--- src/design/bsc_pkg.sv ---
// shared constants, payload types and helpers for the safety check block
`default_nettype none

package bsc_pkg;

  localparam int MAX_PROCESSES = 16;
  localparam int MAX_RESOURCES = 8;
  localparam int AMOUNT_WIDTH  = 16;

  localparam int PROC_W      = (MAX_PROCESSES > 1) ? $clog2(MAX_PROCESSES) : 1;
  localparam int PROC_CNT_W  = $clog2(MAX_PROCESSES + 1);
  localparam int RES_W       = (MAX_RESOURCES > 1) ? $clog2(MAX_RESOURCES) : 1;
  localparam int RES_CNT_W   = $clog2(MAX_RESOURCES + 1);
  localparam int TABLE_DEPTH = MAX_PROCESSES * MAX_RESOURCES;
  localparam int TABLE_AW    = (TABLE_DEPTH > 1) ? $clog2(TABLE_DEPTH) : 1;
  localparam int WORK_W      = AMOUNT_WIDTH + $clog2(MAX_PROCESSES + 1);

  // fixed field widths of the ports
  localparam int NP_W        = 5;
  localparam int NR_W        = 4;
  localparam int CFG_INDEX_W = 1;
  localparam int CFG_DATA_W  = 5;

  localparam logic [1:0] ACT_MATRIX = 2'd0;
  localparam logic [1:0] ACT_AVAIL  = 2'd1;
  localparam logic [1:0] ACT_CHECK  = 2'd2;

  localparam logic [CFG_INDEX_W-1:0] REG_PROCESSES = 1'b0;
  localparam logic [CFG_INDEX_W-1:0] REG_RESOURCES = 1'b1;

  typedef struct packed {
    logic [1:0]  action;
    logic [3:0]  process_index;
    logic [2:0]  resource_index;
    logic [15:0] alloc_amount;
    logic [15:0] need_amount;
    logic [15:0] avail_amount;
  } bsc_in_t;

  typedef struct packed {
    logic [3:0] seq_process;
    logic       is_verdict;
    logic       is_safe;
    logic       last;
  } bsc_out_t;

  // table write request from the control side
  typedef struct packed {
    logic                    en;
    logic [TABLE_AW-1:0]     addr;
    logic [AMOUNT_WIDTH-1:0] alloc;
    logic [AMOUNT_WIDTH-1:0] need;
  } bsc_wr_t;

  function automatic logic [TABLE_AW-1:0] table_addr(input logic [PROC_W-1:0] p,
                                                     input logic [RES_W-1:0] r);
    return TABLE_AW'(p * MAX_RESOURCES + r);
  endfunction

endpackage

`default_nettype wire

--- src/design/bsc_tables.sv ---
// allocation and need tables, one write port and one registered read port
`default_nettype none

module bsc_tables (
  input  wire logic                             clk,
  input  wire bsc_pkg::bsc_wr_t                 wr,
  input  wire logic [bsc_pkg::TABLE_AW-1:0]     raddr,
  output logic      [bsc_pkg::AMOUNT_WIDTH-1:0] alloc_rd,
  output logic      [bsc_pkg::AMOUNT_WIDTH-1:0] need_rd
);
  import bsc_pkg::*;

  logic [AMOUNT_WIDTH-1:0] alloc_mem [TABLE_DEPTH];
  logic [AMOUNT_WIDTH-1:0] need_mem  [TABLE_DEPTH];

  always_ff @(posedge clk) begin
    if (wr.en) begin
      alloc_mem[wr.addr] <= wr.alloc;
      need_mem[wr.addr]  <= wr.need;
    end
    alloc_rd <= alloc_mem[raddr];
    need_rd  <= need_mem[raddr];
  end

endmodule

`default_nettype wire

--- src/design/banker_safety_check.sv ---
// load words: one per cycle, back to back, no result; a check word stalls the input until done
// check: a setup step, then a visit to each process slot; an unfinished one reads and compares
//   each resource; if all fit it reads and adds each allocation, emits; a step ends each sweep
// sweeps repeat until one finds nothing, then the verdict is issued; a held result word
//   stalls the sequencer, which shares one table read port, one compare and one adder
// reset: 16 processes, 8 resources, work and finished mask clear, tables and available undefined
`default_nettype none

module banker_safety_check (
  input  wire logic                             clk,
  input  wire logic                             rst,
  input  wire logic                             in_valid,
  output logic                                  in_stall,
  input  wire bsc_pkg::bsc_in_t                 in_data,
  output logic                                  out_valid,
  input  wire logic                             out_stall,
  output bsc_pkg::bsc_out_t                     out_data,
  input  wire logic                             cfg_valid,
  output logic                                  cfg_ready,
  input  wire logic [bsc_pkg::CFG_INDEX_W-1:0]  cfg_index,
  input  wire logic [bsc_pkg::CFG_DATA_W-1:0]   cfg_data
);
  import bsc_pkg::*;

  localparam logic [3:0] S_IDLE = 4'd0;
  localparam logic [3:0] S_INIT = 4'd1;
  localparam logic [3:0] S_PROC = 4'd2;
  localparam logic [3:0] S_RD   = 4'd3;
  localparam logic [3:0] S_CMP  = 4'd4;
  localparam logic [3:0] S_ARD  = 4'd5;
  localparam logic [3:0] S_ADD  = 4'd6;
  localparam logic [3:0] S_EMIT = 4'd7;
  localparam logic [3:0] S_VERD = 4'd8;

  logic [3:0]               state;
  logic [NP_W-1:0]          processes_in_use;
  logic [NR_W-1:0]          resources_in_use;
  logic [PROC_CNT_W-1:0]    i;
  logic [RES_CNT_W-1:0]     j;
  logic                     found;
  logic [MAX_PROCESSES-1:0] finished;

  logic [AMOUNT_WIDTH-1:0]  avail [MAX_RESOURCES];
  logic [WORK_W-1:0]        work  [MAX_RESOURCES];

  logic                     in_accept;
  logic                     out_free;
  logic                     out_load;
  logic [PROC_CNT_W-1:0]    np_eff;
  logic [RES_CNT_W-1:0]     nr_eff;
  logic [PROC_CNT_W-1:0]    i_inc;
  logic [RES_CNT_W-1:0]     j_inc;
  logic [PROC_W-1:0]        i_idx;
  logic [RES_W-1:0]         j_idx;
  logic                     all_done;
  logic                     need_over;

  bsc_wr_t                  tbl_wr;
  logic [AMOUNT_WIDTH-1:0]  alloc_rd;
  logic [AMOUNT_WIDTH-1:0]  need_rd;

  assign in_stall  = (state != S_IDLE);
  assign in_accept = in_valid && !in_stall;
  assign cfg_ready = 1'b1;
  assign out_free  = !out_valid || !out_stall;
  assign out_load  = out_free && (state == S_EMIT || state == S_VERD);

  // counts above the maximum act as the maximum
  assign np_eff = (processes_in_use > MAX_PROCESSES) ? PROC_CNT_W'(MAX_PROCESSES)
                                                     : PROC_CNT_W'(processes_in_use);
  assign nr_eff = (resources_in_use > MAX_RESOURCES) ? RES_CNT_W'(MAX_RESOURCES)
                                                     : RES_CNT_W'(resources_in_use);

  assign i_inc = i + 1'b1;
  assign j_inc = j + 1'b1;
  assign i_idx = i[PROC_W-1:0];
  assign j_idx = j[RES_W-1:0];

  assign need_over = WORK_W'(need_rd) > work[j_idx];

  always_comb begin
    all_done = 1'b1;
    for (int k = 0; k < MAX_PROCESSES; k++) begin
      if (k < np_eff && !finished[k]) begin
        all_done = 1'b0;
      end
    end
  end

  always_comb begin
    tbl_wr.en    = in_accept && (in_data.action == ACT_MATRIX) &&
                   (in_data.process_index < MAX_PROCESSES) &&
                   (in_data.resource_index < MAX_RESOURCES);
    tbl_wr.addr  = table_addr(PROC_W'(in_data.process_index),
                              RES_W'(in_data.resource_index));
    tbl_wr.alloc = AMOUNT_WIDTH'(in_data.alloc_amount);
    tbl_wr.need  = AMOUNT_WIDTH'(in_data.need_amount);
  end

  bsc_tables u_tables (
    .clk      (clk),
    .wr       (tbl_wr),
    .raddr    (table_addr(i_idx, j_idx)),
    .alloc_rd (alloc_rd),
    .need_rd  (need_rd)
  );

  // sequencer
  always_ff @(posedge clk) begin
    if (rst) begin
      state            <= S_IDLE;
      processes_in_use <= NP_W'(16);
      resources_in_use <= NR_W'(8);
      i                <= '0;
      j                <= '0;
      found            <= 1'b0;
      finished         <= '0;
      out_valid        <= 1'b0;
    end else begin
      if (cfg_valid && cfg_ready) begin
        unique case (cfg_index)
          REG_PROCESSES: processes_in_use <= cfg_data[NP_W-1:0];
          REG_RESOURCES: resources_in_use <= cfg_data[NR_W-1:0];
          default: ;
        endcase
      end
      if (out_load) begin
        out_valid <= 1'b1;
      end else if (!out_stall) begin
        out_valid <= 1'b0;
      end
      unique case (state)
        S_IDLE: begin
          if (in_accept && in_data.action == ACT_CHECK) begin
            state <= S_INIT;
          end
        end
        S_INIT: begin
          finished <= '0;
          i        <= '0;
          found    <= 1'b0;
          state    <= S_PROC;
        end
        S_PROC: begin
          if (i >= np_eff) begin
            // end of a sweep: go again only if it found something
            if (found) begin
              found <= 1'b0;
              i     <= '0;
            end else begin
              state <= S_VERD;
            end
          end else if (finished[i_idx]) begin
            i <= i_inc;
          end else if (nr_eff == '0) begin
            state <= S_EMIT;
          end else begin
            j     <= '0;
            state <= S_RD;
          end
        end
        S_RD: state <= S_CMP;
        S_CMP: begin
          if (need_over) begin
            i     <= i_inc;
            state <= S_PROC;
          end else if (j_inc == nr_eff) begin
            j     <= '0;
            state <= S_ARD;
          end else begin
            j     <= j_inc;
            state <= S_RD;
          end
        end
        S_ARD: state <= S_ADD;
        S_ADD: begin
          if (j_inc == nr_eff) begin
            state <= S_EMIT;
          end else begin
            j     <= j_inc;
            state <= S_ARD;
          end
        end
        S_EMIT: begin
          if (out_free) begin
            finished[i_idx] <= 1'b1;
            found           <= 1'b1;
            i               <= i_inc;
            state           <= S_PROC;
          end
        end
        S_VERD: begin
          if (out_free) begin
            state <= S_IDLE;
          end
        end
        default: state <= S_IDLE;
      endcase
    end
  end

  // available vector, written by load words
  always_ff @(posedge clk) begin
    if (in_accept && in_data.action == ACT_AVAIL && in_data.resource_index < MAX_RESOURCES) begin
      avail[RES_W'(in_data.resource_index)] <= AMOUNT_WIDTH'(in_data.avail_amount);
    end
  end

  // work vector
  always_ff @(posedge clk) begin
    if (rst) begin
      for (int k = 0; k < MAX_RESOURCES; k++) begin
        work[k] <= '0;
      end
    end else if (state == S_INIT) begin
      for (int k = 0; k < MAX_RESOURCES; k++) begin
        work[k] <= WORK_W'(avail[k]);
      end
    end else if (state == S_ADD) begin
      work[j_idx] <= work[j_idx] + WORK_W'(alloc_rd);
    end
  end

  // result word
  always_ff @(posedge clk) begin
    if (state == S_EMIT && out_free) begin
      out_data.seq_process <= 4'(i_idx);
      out_data.is_verdict  <= 1'b0;
      out_data.is_safe     <= 1'b0;
      out_data.last        <= 1'b0;
    end else if (state == S_VERD && out_free) begin
      out_data.seq_process <= '0;
      out_data.is_verdict  <= 1'b1;
      out_data.is_safe     <= all_done;
      out_data.last        <= 1'b1;
    end
  end

  a_check_starts: assert property (@(posedge clk) disable iff (rst)
    in_accept && in_data.action == ACT_CHECK |=> state == S_INIT)
    else $error("check word did not start a run");

  a_seq_finished: assert property (@(posedge clk) disable iff (rst)
    out_valid && !out_data.is_verdict |-> finished[PROC_W'(out_data.seq_process)])
    else $error("sequence word names an unfinished process");

  a_verdict_last: assert property (@(posedge clk) disable iff (rst)
    out_valid |-> out_data.is_verdict == out_data.last)
    else $error("verdict and last disagree");

  a_verdict_idle: assert property (@(posedge clk) disable iff (rst)
    state == S_VERD && out_free |=> state == S_IDLE && out_valid && out_data.is_verdict)
    else $error("verdict not issued on leaving the run");

  a_emit_unfinished: assert property (@(posedge clk) disable iff (rst)
    state == S_EMIT |-> !finished[i_idx] && i < np_eff)
    else $error("emitting a process that is finished or out of range");

endmodule

`default_nettype wire

--- config.mk ---
export PLATFORM = sky130hd
export DESIGN_NAME = banker_safety_check
export DESIGN_NICKNAME = d
export VERILOG_FILES = /design/src/design/bsc_pkg.sv /design/src/design/bsc_tables.sv /design/src/design/banker_safety_check.sv
export SDC_FILE = /design/constraint.sdc
export NUM_CORES = 2
export LEC_CHECK = 0
export ABC_AREA = 0
export BUFFER_PORTS_ARGS = -buffer_cell sky130_fd_sc_hd__buf_2
export CELL_PAD_IN_SITES_DETAIL_PLACEMENT = 1
export CELL_PAD_IN_SITES_GLOBAL_PLACEMENT = 2
export CORE_ASPECT_RATIO = 0.6
export CORE_MARGIN = 4
export CORE_UTILIZATION = 47
export DETAILED_ROUTE_END_ITERATION = 8
export PLACE_DENSITY = 0.79
export SYNTH_ARGS = -nofsm -noshare
export SYNTH_HDL_FRONTEND = slang
export SYNTH_HIERARCHICAL = 1
export SYNTH_MEMORY_MAX_BITS = 65536
export SYNTH_SLANG_ARGS = --single-unit
--- constraint.sdc ---
create_clock -name clk -period 4 [get_ports clk]
set_input_delay 0.6 -clock clk [delete_from_list [all_inputs] [get_ports clk]]
set_output_delay 0.6 -clock clk [all_outputs]
set_load 0.01 [all_outputs]
**Word level (Yosys, flattened, before mapping)**

Memories as Yosys holds them, arrays and structs flattened. A register that Yosys moved wholly into a read port is not among the register bits.
Cells that the tools add are included.

- Add/sub/neg operators: 5
- Order comparisons: 22
- Equal/unequal tests: 26
- Mux-type cells: 81
- Bitwise gates (word level): 10
- Reductions and logical operators: 62

Operator list:

| operator | count |
|---|---|
| 2-to-1 mux 21 bit | 9 |
| 2-to-1 mux 4 bit | 13 |
| less-than comparator 4 x 5 -> 1 bit (first input constant) | 8 |
| 2-to-1 mux 1 bit | 36 |
| case mux 4 bit (9 select lines) | 1 |
| case mux 16 bit (2 select lines) | 1 |
| 2-to-1 mux 5 bit | 6 |
| logical AND 1 bit | 24 |
| adder 21 x 16 -> 21 bit | 1 |
| > comparator 16 x 21 -> 1 bit | 1 |
| OR reduction 21 bit | 1 |
| less-than comparator 3 x 5 -> 1 bit (first input constant) | 4 |
| != test 2 bit (second input constant) | 10 |
| case mux 5 bit (4 select lines) | 1 |
| logical NOT 1 bit | 19 |
| 2-to-1 mux 3 bit | 6 |
| equality test 4 x 3 -> 1 bit (second input constant) | 4 |
| 2-to-1 mux 16 bit | 1 |
| OR 16 bit | 1 |
| adder 7 x 3 -> 7 bit | 2 |
| 2-to-1 mux 7 bit | 2 |
| != test 3 bit (second input constant) | 4 |
| case mux 4 bit (3 select lines) | 1 |
| less-than comparator 1 x 5 -> 1 bit (first input constant) | 2 |
| other kinds (31) | 48 |

- Bits in registers: 46
- Memory bits (writable): 4392
- Input bits: 68
- Output and inout port bits: 10
- Logic and storage cells: 221
- Memories kept: 4

Memory list:

| memory | words | bits a word | read ports | clocked after Yosys merged registers in | write ports | line | source |
|---|---|---|---|---|---|---|---|
| u_tables.alloc_mem | 128 | 16 | 1 | 1 | 1 | bsc_tables.sv:13 | `logic [AMOUNT_WIDTH-1:0] alloc_mem [TABLE_DEPTH];` |
| u_tables.need_mem | 128 | 16 | 1 | 1 | 1 | bsc_tables.sv:14 | `logic [AMOUNT_WIDTH-1:0] need_mem [TABLE_DEPTH];` |
| work | 8 | 21 | 1 | 1 | 8 | banker_safety_check.sv:44 | `logic [WORK_W-1:0] work [MAX_RESOURCES];` |
| avail | 8 | 16 | 8 | 0 | 1 | banker_safety_check.sv:43 | `logic [AMOUNT_WIDTH-1:0] avail [MAX_RESOURCES];` |

**Logic depth before layout (Yosys ltp)**

- Word-level depth: 22
- Depth in mapped cells: 16
- Depth with buffers taken out: 13

**Modules after synthesis**

Netlist, hierarchy kept.

Modules (own cells, without submodules):

| module | times used | cells an instance | area each (sq um) | sequential area each (sq um) |
|---|---|---|---|---|
| bsc_tables | 1 | 5984 | 156204.8 | 123638.6 |
| banker_safety_check | 1 | 1206 | 15755.1 | 9909.5 |

**Worst setup path before layout**

No wires, ideal clock.

- Path type: reg-to-reg
- Start: register (tool-made name)
- End: register j[3]
- Library setup time: 87 ps
- Arrival time: 4319 ps
- Data required time: 3913 ps
- Slack: -406 ps
- Cell stages (with the launch flop): 14
- Buffers on the path: 2
- Period minus slack after synthesis: 4406 ps
- Cell sequence: dfxtp_1 -> clkbuf_1 -> buf_1 -> mux4_2 -> mux2i_1 -> ha_1 -> nor2b_1 -> o2111ai_1 -> a31oi_1 -> o41ai_1 -> a21oi_4 -> a211oi_1 -> nand2_1 -> o31ai_1

RTL lines:

| item | line | source |
|---|---|---|
| end signal: assignment | banker_safety_check.sv:171 | `j <= j_inc;` |
| end signal: assignment | banker_safety_check.sv:180 | `j <= j_inc;` |
| end: declaration | banker_safety_check.sv:39 | `logic [RES_CNT_W-1:0] j;` |

==> out/results.txt <==
Root Driver: clkbuf_16
Hold Crit Class: in2reg
average size of a mapped cell: 23.9 um2
clock sink count: 4473
first drt pass iteration count: 7
starting utilization of the core area: 47.4%
Post-Place Setup Slack: -0.0742 ns
endpoint type of the worst setup path: flip-flop
Synth Instances: 7190
dominant combinational cell family by area after synthesis: multiplexers
CP max stage delay: 0.51 ns
cells along the critical path: clkbuf_16, buf_4, mux4_2, mux2i_1, ha_1, a21oi_1, a31oi_1, o41ai_2, a21oi_4, a211oi_4, buf_4, a211o_1, o31ai_2
Clk pwr share: 41.5%
fin. max-slew vios: 0
fin nets: 7887
Cell Count Post-Placement: 12.2k
FF+latch count, synth: 4473
DR DRC count: 0
Top Family by Delay on Critical Path: compound AO/OA/AOI/OAI gates
Post-Synthesis Net Count: 7301
arrival time at the worst endpoint: 4.74 ns
x dimension of the die: 789 um
dominant synthesized flop cell: edfxtp_1
YS warnings: 6
register-to-register setup slack: 0.09 ns
clock slew seen by the registers of the worst setup and hold paths: 0.07 ns
Buf+Inv Stages, Crit Path: 3
Synth Cell Area: 172000 um2
global-route wire length before repair: 695000 um
number of cells on the worst reg-to-reg path: 13
endpoint of the worst register-to-register path: j[3]
final-report hold violation count: 0
Avg WL per Cell: 38.2 um
number of standard-cell rows in the floorplan: 171
clock latency on the worst-skew pair: 0.95 ns
H-tree Lvls: 5
actual transition at the worst max-transition pin: 1.31 ns
static leakage: 59.1 nW
Buffers on Ports: 76
hold_sp: in_data[39]
clk buf depth: 4
capture endpoint of the worst hold path: u_tables/alloc_mem[80][7]
unrepaired setup endpoints after global routing: yes
internal cell power: 73.1 mW
outcome: finished clean
most repeated library cell on the critical path: buf_4
startpoint class of the critical path: flip-flop
basic-gate share of the synthesized area counting and, or, nand and nor cells: 1.34%
routability-driven placement congestion ratio: 0.860
share of post-route cells with drive strength above 1: 33.5%
max-cap violation count: 0
final worst path period share: 97.9%
switch share: 20.4%
number of cells in the finished layout apart from fillers: 13.0k
global-route total usage across every layer: 26.3%
area of the core: 363000 um2
CTS tree: done
area added between synthesis and finish: 14.9%
total length of routed wires: 497000 um
fraction of synthesized cell area in xor and xnor cells: 0.112%
vias in the first global route: 86.2k
hold-critical path depth: 1
worst slew margin relative to its limit: 12.4%
number of nets still failing antenna checks after routing: 0
overall overflow remaining after global route: 0
data required time at the worst endpoint: 4.83 ns
combinational share of power: 2.2%
die footprint: 376000 um2
total of endpoints with negative setup slack in the final report: 0
mux share of post-synthesis cell area: 18.6%
Period minus WS final: 3.91 ns
maximum number of pins on one net before global-route repair: 114
drt first-iter violations: 14.3k
Adder-Cell Fraction of Synth Area: 0.317%
sequential cell area: 134000 um2
CP Max Fanout: 9
Fin Clk Skew: 0.0671 ns
slowest stage cell on the critical path: o41ai_2
multi-input gate area in the final layout: 38000 um2
critical setup path kind: reg2reg
total CTS buffers: 390
synth unique cells: 66
total net switching power: 18.8 mW
floorplan die height: 477 um
Cell Pwr Density: 465 nW/um2
worst voltage drop across the vdd grid: 0.500 mV
Via Count: 85.9k
I/O Pins: 78
EDFF count, synth: 4396
Setup WS post-layout: 0.0858 ns
sequential cell area fraction in the yosys report: 77.7%
via density per instance: 6.61
complex-gate fraction of the synthesized area: 1.02%
async set-reset flop share out of synthesis: 0%
Filler Cell Count: 30.3k
sequential cell fraction of total power: 56.3%
initial antenna violation count: 109
detailed placement HPWL: 298000 um
highest attainable clock frequency: 0.255 GHz
==> worst max path at each step <==
stage | start | end | slack [ns] | depth (start not counted)
after floorplan | flip-flop | work[0][17] | 0.10 | 14
after global placement | flip-flop | j[3] | -0.08 | 14
after detailed placement | flip-flop | j[2] | -0.07 | 14
after CTS | flip-flop | work[3][14] | 0.01 | 16
after global routing | flip-flop | work[1][18] | -0.06 | 16
final | flip-flop | j[3] | 0.09 | 13
==> registers in the layout, summed over array words and instances (netlist names), named ones only <==
signal,cells
u_tables/alloc_mem,2048
u_tables/need_mem,2048
work,168
avail,128
finished,16
u_tables/alloc_rd,16
u_tables/need_rd,16
out_data,6
i,5
processes_in_use,5
j,4
resources_in_use,4
state,4
found,1
out_valid,1
==> cell families (layout without fill, tap and decap cells) <==
kind of cell / count (synthesis) / count (layout)
other cells: 1 / 66
buf+inv: 414 / 1315
simple gates: 531 / 531
compound gates: 258 / 258
mux: 1448 / 1448
flops: 4473 / 4473
xor+xnor: 22 / 22
fa+ha+maj: 43 / 43
==> power groups by stage <==
stage,registers (mW),clock network [mW],logic [mW]
6_report,51.7,38.1,2.03
5_1_grt,51.7,40.8,2.16
4_1_cts,51.7,38.6,1.97
3_5_place_dp,52.7,0,1.93
3_3_place_gp,52.7,0,1.81
2_1_floorplan,52.7,0,0.618
==> cell type report <==
type / count / area share [%]
flip-flops and latches: 4473 / 67.6
multi-input cells: 2303 / 19.2
clock buffers: 475 / 5.20
repair buffers: 576 / 3.56
well taps: 4844 / 3.07
clock inverters: 232 / 1.17
diodes: 65 / 0.0823
inverters: 32 / 0.0608
==> repair_timing <==
item                       4_1_cts  5_1_grt
hold endpoints to repair       152        0
resized for setup                6       37
setup endpoints to repair       23      151
hold buffers                    26        0
pin swaps                        0       18
setup buffers                    0       16
gates cloned                     0        2
==> layer usage <==
| layer | GRT usage (%) | part of all wire [%] | up-vias |
|---|---|---|---|
| li1 | - | - | 32200 |
| met1 | 40.7 | 39 | 46300 |
| met2 | 36.5 | 43 | 6610 |
| met3 | 8.82 | 16 | 779 |
| met4 | 5.81 | 2.2 | 56 |
| met5 | 0 | 0.076 | - |
==> cell usage after synthesis (all sizes together) (31+ instances only) <==
cell type,instances,share of area [%]
ha,42,0.31
inv,31,0.068
a22o,67,0.34
nand3,55,0.16
mux4,1390,18
mux2,34,0.22
edfxtp,4396,77
o21ai,66,0.19
dfxtp,77,0.90
nor2,234,0.51
clkbuf,243,0.53
nand2,147,0.32
a21oi,47,0.14
buf,139,0.37
==> per-stage QoR <==
stage / hold WS (ns) / setup TNS (ns) / instance area, um2 / power, mW / util [%]
after floorplan: 0.426 / 0 / 172000 / 53.3 / -
after global placement: 0.464 / -0.360 / 184000 / 54.5 / 50.7
after detailed placement: 0.458 / -0.491 / 184000 / 54.7 / 50.7
after CTS: 0.0249 / 0 / 197000 / 92.3 / 54.3
after global routing: 0.0622 / -1.04 / 197000 / 94.6 / 54.4
final: 0.113 / 0 / 198000 / 91.9 / 54.4
==> worst register-to-register path, delay by kind of cell, from the launching register on <==
kind,cells,cell delay [ns]
AO/OA/AOI/OAI,7,1.62
multiplexers,2,0.82
buffers and inverters,3,0.57
flip-flops,1,0.46
adder cells (fa/ha/maj),1,0.35
==> cells in the final DEF, fill, tap and decap left out, types with 6 or more instances in the layout <==
cell type      count
dfxtp_4            7
buf_2             44
diode_2           65
nor3_1            10
and3_1             7
nor2_1           108
o21ai_0           34
clkinvlp_4        25
a21o_1            10
a31oi_1           22
o21ai_1           29
bufinv_16         41
mux4_2          1390
nand2_1          141
a22o_1            67
buf_12           217
dfxtp_1           68
inv_6             10
xor2_1            10
edfxtp_1        4396
ha_1              38
nand3_1           51
dlygate4sd3_1     26
mux2i_1           16
nor2_4           126
o211ai_1           6
buf_4            285
nand2_2            6
xnor2_1            6
clkbuf_16        400
clkbuf_1          75
a21oi_1           42
mux2_2            34
clkinv_1          85
nand2b_1          17
clkinv_2          59
nor2b_1           20
mux2i_2            7
inv_1             30
(Power assumes the default switching activity.)
